### config.mk
export PLATFORM = sky130hd
export DESIGN_NAME = merge_insertion_sorter_core
export DESIGN_NICKNAME = d
export VERILOG_FILES = /design/src/hw/rtl/mis_pkg.sv /design/src/hw/rtl/merge_insertion_sorter_core.sv /design/src/hw/rtl/mis_cell.sv
export SDC_FILE = /design/constraint.sdc
export NUM_CORES = 2
export LEC_CHECK = 0
export BUFFER_PORTS_ARGS = -buffer_cell sky130_fd_sc_hd__clkbuf_2
export CORE_MARGIN = 8
export CORE_UTILIZATION = 52
export CTS_CLUSTER_DIAMETER = 30
export CTS_CLUSTER_SIZE = 10
export DETAILED_ROUTE_END_ITERATION = 10
export GPL_TIMING_DRIVEN = 0
export PLACE_DENSITY = 0.7
export SLEW_MARGIN = 0
export SYNTH_ARGS = -nofsm -noshare
export SYNTH_HDL_FRONTEND = slang
export SYNTH_SLANG_ARGS = --single-unit
export TNS_END_PERCENT = 50
### constraint.sdc
create_clock -name aclk -period 6.4 [get_ports aclk]
set_clock_uncertainty 0.1 [all_clocks]
set_input_delay 1.28 -clock aclk [delete_from_list [all_inputs] [get_ports aclk]]
set_output_delay 1.28 -clock aclk [all_outputs]
set_load 0.02 [all_outputs]
### src/hw/rtl/mis_pkg.sv
// Shared types and constants for the merge-insertion sorter.
// Holds the input and result word layouts and the cell command struct.
// No dependencies.
package mis_pkg;

    localparam int MIS_VALUE_W  = 31;
    localparam int MIS_CAPACITY = 32;

    typedef logic [MIS_VALUE_W-1:0] value_t;

    typedef struct packed {
        value_t value;
        logic   is_last;
    } in_word_t;

    typedef struct packed {
        value_t sorted_value;
        logic   last_out;
        logic   overflowed;
    } out_word_t;

    typedef struct packed {
        logic insert;
        logic shift_out;
    } cell_cmd_t;

endpackage

### src/hw/rtl/merge_insertion_sorter_core.sv
// Top level of the merge-insertion sorter: a chain of sorting cells and drain control.
// Instantiates mis_cell; depends on mis_pkg.
//
// Channel  Direction  Ports                      Word
// s_       in         s_valid s_ready s_data     in_word_t  (value, is_last)
// m_       out        m_valid m_ready m_data     out_word_t (sorted_value, last_out, overflowed)
//
// Each input word is placed into the chain by a broadcast compare unless the chain is full.
// After a word with is_last, the chain drains one value per cycle into the output
// register whenever m_ready does not stall it.
// s_ready is low while the chain drains; m_ready low stalls the drain.
// Reset empties the chain and clears the overflow flag.
module merge_insertion_sorter_core
    import mis_pkg::*;
#(
    parameter int CAPACITY = MIS_CAPACITY
) (
    input  logic      aclk,
    input  logic      aresetn,
    input  logic      s_valid,
    output logic      s_ready,
    input  in_word_t  s_data,
    output logic      m_valid,
    input  logic      m_ready,
    output out_word_t m_data
);

    value_t              value_w [CAPACITY];
    logic [CAPACITY-1:0] occ_w;
    logic [CAPACITY-1:0] gt_w;
    cell_cmd_t           cmd;

    logic      drain_reg;
    logic      drain_next;
    logic      ovf_reg;
    logic      ovf_next;
    logic      m_valid_reg;
    logic      m_valid_next;
    out_word_t m_data_reg;
    out_word_t m_data_next;

    logic accept_in;
    logic full;
    logic load;
    logic final_word;

    assign s_ready    = !drain_reg;
    assign accept_in  = s_valid && s_ready;
    assign full       = occ_w[CAPACITY-1];
    assign load       = drain_reg && (!m_valid_reg || m_ready);
    assign final_word = !occ_w[1];

    assign cmd.insert    = accept_in && !full;
    assign cmd.shift_out = load;

    for (genvar i = 0; i < CAPACITY; i++) begin : g_cell
        value_t left_value;
        logic   left_occ;
        logic   left_gt;
        value_t right_value;
        logic   right_occ;

        if (i == 0) begin : g_first
            assign left_value = '0;
            assign left_occ   = 1'b1;
            assign left_gt    = 1'b0;
        end else begin : g_mid_left
            assign left_value = value_w[i-1];
            assign left_occ   = occ_w[i-1];
            assign left_gt    = gt_w[i-1];
        end

        if (i == CAPACITY - 1) begin : g_last
            assign right_value = '0;
            assign right_occ   = 1'b0;
        end else begin : g_mid_right
            assign right_value = value_w[i+1];
            assign right_occ   = occ_w[i+1];
        end

        mis_cell u_cell (
            .aclk        (aclk),
            .aresetn     (aresetn),
            .cmd         (cmd),
            .ins_value   (s_data.value),
            .left_value  (left_value),
            .left_occ    (left_occ),
            .left_gt     (left_gt),
            .right_value (right_value),
            .right_occ   (right_occ),
            .value       (value_w[i]),
            .occ         (occ_w[i]),
            .gt          (gt_w[i])
        );
    end

    always_comb begin
        drain_next   = drain_reg;
        ovf_next     = ovf_reg;
        m_data_next  = m_data_reg;
        m_valid_next = m_valid_reg && !m_ready;
        if (accept_in) begin
            if (full) begin
                ovf_next = 1'b1;
            end
            if (s_data.is_last) begin
                drain_next = 1'b1;
            end
        end
        if (load) begin
            m_valid_next             = 1'b1;
            m_data_next.sorted_value = value_w[0];
            m_data_next.last_out     = final_word;
            m_data_next.overflowed   = ovf_reg;
            if (final_word) begin
                drain_next = 1'b0;
                ovf_next   = 1'b0;
            end
        end
    end

    always_ff @(posedge aclk) begin
        m_data_reg <= m_data_next;
        if (!aresetn) begin
            drain_reg   <= 1'b0;
            ovf_reg     <= 1'b0;
            m_valid_reg <= 1'b0;
        end else begin
            drain_reg   <= drain_next;
            ovf_reg     <= ovf_next;
            m_valid_reg <= m_valid_next;
        end
    end

    assign m_valid = m_valid_reg;
    assign m_data  = m_data_reg;

`ifndef SYNTHESIS
    a_occ_contiguous: assert property (@(posedge aclk) disable iff (!aresetn)
        ((occ_w + 1'b1) & occ_w) == '0)
        else $error("occupied cells are not a contiguous run from cell zero");

    a_drain_nonempty: assert property (@(posedge aclk) disable iff (!aresetn)
        drain_reg |-> occ_w[0])
        else $error("draining with an empty chain");

    a_last_starts_drain: assert property (@(posedge aclk) disable iff (!aresetn)
        (accept_in && s_data.is_last) |=> drain_reg)
        else $error("final word of a run did not start the drain");
`endif

endmodule

### src/hw/rtl/mis_cell.sv
// One cell of the sorting chain: a stored value and an occupied bit.
// Inserts by comparing against the broadcast value, drains toward cell zero.
// Depends on mis_pkg.
module mis_cell
    import mis_pkg::*;
(
    input  logic      aclk,
    input  logic      aresetn,
    input  cell_cmd_t cmd,
    input  value_t    ins_value,
    input  value_t    left_value,
    input  logic      left_occ,
    input  logic      left_gt,
    input  value_t    right_value,
    input  logic      right_occ,
    output value_t    value,
    output logic      occ,
    output logic      gt
);

    value_t value_reg;
    value_t value_next;
    logic   occ_reg;
    logic   occ_next;

    assign gt    = occ_reg && (value_reg > ins_value);
    assign value = value_reg;
    assign occ   = occ_reg;

    always_comb begin
        value_next = value_reg;
        occ_next   = occ_reg;
        if (cmd.shift_out) begin
            value_next = right_value;
            occ_next   = right_occ;
        end else if (cmd.insert) begin
            if (gt) begin
                value_next = left_gt ? left_value : ins_value;
            end else if (!occ_reg && left_gt) begin
                value_next = left_value;
                occ_next   = 1'b1;
            end else if (!occ_reg && left_occ) begin
                value_next = ins_value;
                occ_next   = 1'b1;
            end
        end
    end

    always_ff @(posedge aclk) begin
        value_reg <= value_next;
        if (!aresetn) begin
            occ_reg <= 1'b0;
        end else begin
            occ_reg <= occ_next;
        end
    end

endmodule
# ---- Word-level counts from Yosys, hierarchy flattened
# Index checks and enable logic that the tools add are counted.
dict set report classes {
  n_lt_le_gt_ge 32
  eq_ne 32
  mux 352
  bitwise 2
  reduce_logical 261
}
# op count
set ops {}
lappend ops {{$mux W31} 188}
lappend ops {{$gt A31 B31 Y1} 32}
lappend ops {{$mux W1} 164}
lappend ops {{$reduce_bool A4 Y1} 30}
lappend ops {{$logic_and A1 B1 Y1} 98}
lappend ops {{$reduce_and A3 Y1} 31}
lappend ops {{$reduce_bool A3 Y1} 31}
lappend ops {{$reduce_and A2 Y1} 33}
lappend ops {{$ne A2 B2 Y1 const B} 31}
lappend ops {{$logic_not A1 Y1} 34}
lappend ops {{$reduce_bool A2 Y1} 2}
lappend ops {{$ne A3 B2 Y1 const B} 1}
lappend ops {{$not A1 Y1} 2}
lappend ops {{$reduce_or A2 Y1} 1}
lappend ops {{$logic_or A1 B1 Y1} 1}
dict set report word_totals {
  reg_bits 1060
  in_bits 36
  output_inout_bits 35
  elab_cells 749
}

# ---- Longest topological paths before layout
dict set report logic_depth {
  ltp_word 7
  ltp_mapped 13
  depth_no_buf 10
}

# ---- Modules after synthesis
# A second synthesis with hierarchy kept.
dict set report hier_totals {
  hier_cells 10045
  area_unflattened_um2 91378.9
}
# module n_inst cells_each area_per_inst_um2 seq_area_each_um2
set modules_own_cells {}
lappend modules_own_cells {{mis_cell at g_cell[0].u_cell ...} 26 299 2681.3 950.9}
lappend modules_own_cells {{mis_cell at g_cell[4].u_cell ...} 6 370 3420.8 950.9}
lappend modules_own_cells {merge_insertion_sorter_core 1 51 1139.8 1051.0}

# ---- Worst setup path before layout
# OpenSTA, ideal clock, no wires.
dict set report synth_path {
  path_type {input port to flip-flop}
  startpoint {in s_data[31] (netlist name)}
  endpoint {reg g_cell[2].u_cell.value_reg[0] (enable)}
  setup_time_ps 462
  arrival_ps 6083
  required_time_ps 5838
  slack_ps -245
  cell_stages 11
  path_buffers 2
  cell_sequence {buf_1 -> inv_1 -> ha_1 -> nand4_1 -> or4_1 -> nor3_2 -> o311ai_1 -> nand2_1 -> clkbuf_1 -> a21oi_1 -> o21ai_0}
}
dict set report synth_via {
  elab_chain_cells 5
  word_cells_on_any_way 7
  classes_between {order compare: 2; reduce/logical: 5}
}
# element line_no
set synth_lines {}
lappend synth_lines {{from (decl)} merge_insertion_sorter_core.sv:22} ;# input in_word_t s_data,
lappend synth_lines {{$gt A31 B31 Y1} mis_cell.sv:26} ;# assign gt = occ_reg && (value_reg > ins_value);
lappend synth_lines {{$logic_and A1 B1 Y1} mis_cell.sv:26}
lappend synth_lines {{$logic_and A1 B1 Y1} mis_cell.sv:39} ;# end else if (!occ_reg && left_gt) begin
lappend synth_lines {{$reduce_bool A4 Y1 (no source line) (*)} n/a}
lappend synth_lines {{$reduce_and A2 Y1 (no source line) (*)} n/a}
lappend synth_lines {{to (signal assigned)} mis_cell.sv:50} ;# value_reg <= value_next;
lappend synth_lines {{to (decl)} mis_cell.sv:21} ;# value_t value_reg;
# Every way passes the cells marked *; elsewhere a longest branch is shown, timed or not.
# A chain may end at the register's enable or synchronous reset.

# ---- Worst setup path after layout
dict set report layout_path {
  startpoint {in s_data[25] (netlist name)}
  endpoint {reg g_cell[3].u_cell.value_reg[3] (enable)}
}
dict set report layout_via {
  elab_chain_cells 5
  word_cells_on_any_way 7
  classes_between {order compare: 2; reduce/logical: 5}
}
# element line_no
set layout_lines {}
lappend layout_lines {{$gt A31 B31 Y1} mis_cell.sv:26}
lappend layout_lines {{$logic_and A1 B1 Y1} mis_cell.sv:26}
lappend layout_lines {{$logic_and A1 B1 Y1} mis_cell.sv:39}
lappend layout_lines {{$reduce_bool A4 Y1 (no source line) (*)} n/a}
lappend layout_lines {{$reduce_and A2 Y1 (no source line) (*)} n/a}
lappend layout_lines {{to (signal assigned)} mis_cell.sv:50}
lappend layout_lines {{to (decl)} mis_cell.sv:21}
# Marks and branches as above.

==> flow_metrics.env <==
export IMPL_outcome="finished, violations left"
export IMPL_violations="capacitance limit, slew limit"
export IMPL_hold_viol=0
export IMPL_min_from="ovf_reg"
export IMPL_path_class="input pin to flip-flop"
export IMPL_path_buf_inv=5
export IMPL_dp_cells=10349
export IMPL_cp_end_kind="flip-flop"
export IMPL_r2r_setup_slack_ps=640
export IMPL_mappedNetlistArea_um2=76300
export IMPL_p_leak_nw=35.0
export IMPL_die_w_um=399
export IMPL_drt_iter0_drc=12014
export IMPL_drc=0
export IMPL_cts_root_buf="clkbuf_16"
export IMPL_drv_slew=77
export IMPL_required_ps=6770
export IMPL_crit_path_max_incr_delay_ps=920
export IMPL_hold_class="flip-flop to flip-flop"
export IMPL_synth_warnings=0
export IMPL_cp_depth=13
export IMPL_n_fill_cell=12027
export IMPL_r2r_start="drain_reg"
export IMPL_cts_htree_levels=5
export IMPL_max_vdd_ir_drop_uv=232
export IMPL_gp_congestion=1.02
export IMPL_synth_ff_type="edfxtp_1"
export IMPL_fin_total_pwr_mw=30.5
export IMPL_min_period_over_period_pct=99.7
export IMPL_start_kind="input pin"
export IMPL_wl_um=343000
export IMPL_p_seq_share_pct=31.8
export IMPL_layout_common_cells="1165 x a21oi_1, 994 x edfxtp_1, 975 x o21ai_0"
export IMPL_syn_nets=9305
export IMPL_async_flop_share_pct=0
export IMPL_die_h_um=399
export IMPL_dpl_hpwl_um=259000
export IMPL_cts_buffers=301
export IMPL_path_clk_slew_ps=40
export IMPL_period_minus_slack_ps=6380
export IMPL_core_area_um2=146000
export IMPL_crit_slowest_cell="buf_1"
export IMPL_hold_end="m_data[0]"
export IMPL_synth_cell_types=65
export IMPL_dieArea_um2=159000
export IMPL_yosysTopAreaCell="edfxtp_1"
export IMPL_fin_tns_setup_ps=0
export IMPL_yosys_top_cells_area="edfxtp_1 39%, ha_1 16%, a21oi_1 7.6%"
export IMPL_antenna_found_initial=19
export IMPL_worstPathMaxFanout=31
export IMPL_clk_path_buf_depth=4
export IMPL_intPower_mw=21.1
export IMPL_ys_seq_elements=1060
export IMPL_cp_top_family="buffers and inverters"
export IMPL_power_density_nw_per_um2=338
export IMPL_postSynthCellCount=8308
export IMPL_synth_top_area_share_pct=39.1
export IMPL_grt_first_pass_wirelength_um=484000
export IMPL_clkPwrFrac_pct=48.8
export IMPL_rows=140
export IMPL_wl_per_cell_um=31.5
export IMPL_power_switching_mw=9.41
export IMPL_final_nets=9730
export IMPL_drt_first_pass_iters=7
export IMPL_hold_depth=0
export IMPL_largest_register_ffs=992
export IMPL_area_growth_syn_to_layout_pct=18.7
export IMPL_max_slew_worst_pin_slew_ps=1700
export IMPL_grt_max_degree=43
export IMPL_clk_latency_ps=910
export IMPL_start_util_pct=52.4
export IMPL_clock_sinks=1060
export IMPL_ys_seq_area_share_pct=40.9
export IMPL_num_vias=77352
export IMPL_avgSynthCellArea_um2=9.18
export IMPL_clock_fmax_mhz=157
export IMPL_final_common_cell="a21oi_1"
export IMPL_post_cts_buffers=0
export IMPL_setup_viol=0
export IMPL_crit_path_cell_trace="clkbuf_2, buf_1, inv_2, buf_12, ha_1, nand3_1, or4_1, nor3_2, o311ai_1, nand2_1, clkbuf_1, a21oi_1, o21ai_4"
export IMPL_drv_cap=8
export IMPL_ff2ff_path_depth=7
export IMPL_grt_usage_pct=41.1
export IMPL_grt_ovfl_total=0
export IMPL_cts_tree="yes"
export IMPL_slew_headroom_pct=-13.4
export IMPL_r2r_end="g_cell[4].u_cell.value[0]"
export IMPL_pin_count=71
export IMPL_grt_pass1_vias=73490
export IMPL_vias_per_cell=7.11
export IMPL_synth_edf_count=994
export IMPL_fin_cells=10886
export IMPL_ant_nets=0
export IMPL_portBuffers=70
export IMPL_drive_above_1_share_pct=9.08
export IMPL_rsz0062_at_grt="false"
export IMPL_comb_power_share_pct=19.4
export IMPL_p_sw_share_pct=30.8
export IMPL_arrival_ps=6750
==> cell usage after synthesis, types with 10 or more instances <==
master / instances
a211o_1: 59
a211oi_1: 35
a21o_1: 123
a21oi_1: 1165
a22oi_1: 27
a31oi_1: 819
a41oi_1: 11
and2_1: 26
and3_1: 56
and4_1: 18
buf_1: 63
buf_2: 85
buf_4: 20
clkbuf_1: 461
clkbuf_2: 17
clkbuf_4: 20
dfxtp_1: 66
edfxtp_1: 994
ha_1: 961
inv_1: 112
mux2i_1: 154
nand2_1: 388
nand2b_1: 13
nand3_1: 131
nand4_1: 131
nor2_1: 876
nor2b_1: 71
nor3_1: 57
nor3_2: 10
nor4_1: 26
o211ai_1: 91
o21a_1: 36
o21ai_0: 1004
o21ai_1: 25
o21bai_1: 12
o22ai_1: 17
o311ai_1: 19
o31ai_1: 11
o41ai_1: 15
or2_2: 18
or4_1: 10
==> metal layers <==
layer	track usage [%]	part of all wire, %
met1	51.6	36
met2	59.0	41
met5	0.0615	0.0038
met4	26.5	7.7
met3	15.7	15
==> metrics by stage <==
stage	utilization (%)	cell area, µm²	hold WS (ps)	setup WS (ps)
3_3_place_gp	54.3	79000	341	-4470
6_report	62.2	90500	363	16.6
2_1_floorplan	-	76300	309	-135
4_1_cts	62.1	90400	359	333
3_5_place_dp	55.3	80500	345	-561
5_1_grt	62.1	90400	363	73.4
==> worst max-delay path by stage <==
stage                                             end       start
after floorplan            g_cell[23].u_cell.value[0]  s_data[31]
after global placement    g_cell[24].u_cell.value[15]  s_data[25]
after detailed placement   g_cell[3].u_cell.value[25]  s_data[31]
after CTS                   g_cell[3].u_cell.value[3]  s_data[29]
after global routing       g_cell[15].u_cell.value[4]  s_data[29]
final                       g_cell[3].u_cell.value[3]  s_data[25]
==> power groups by stage <==
stage               Combinational (mW)  Clock (mW)  Sequential [mW]
finish                            5.92        14.9             9.73
global route                      6.35        15.2             9.73
CTS                               5.65        14.8             9.64
detailed placement                5.59           0             9.75
global placement                  5.14           0             9.82
floorplan                         3.62           0             9.34
==> layout make-up <==
| class | count | area (µm²) | area share [%] |
|---|---|---|---|
| clock buffers | 368 | 8050 | 8.89 |
| inverters | 112 | 420 | 0.465 |
| plain buffers | 670 | 2860 | 3.16 |
| diodes | 19 | 47.5 | 0.0525 |
| flip-flops and latches | 1060 | 31200 | 34.4 |
| clock inverters | 152 | 1850 | 2.04 |
| multi-input cells | 6464 | 42100 | 46.6 |
| well taps | 1917 | 2400 | 2.65 |
| repair buffers | 124 | 1570 | 1.73 |
==> kinds of logic after synthesis <==
family | Yosys count | share of synthesized area [%]
buffers and inverters | 784 | 4.30
AO/OA/AOI/OAI | 3504 | 26.2
multiplexers | 154 | 2.02
adder cells (fa/ha/maj) | 961 | 15.8
AND/OR/NAND/NOR | 1845 | 10.8
flip-flops | 1060 | 40.9
==> what timing repair did <==
| action | in CTS | in global routing |
|---|---|---|
| resized for setup | 0 | 0 |
| hold buffers | 0 | 0 |
| setup endpoints to repair | 0 | 101 |
Power figures use the tool's default switching activity.
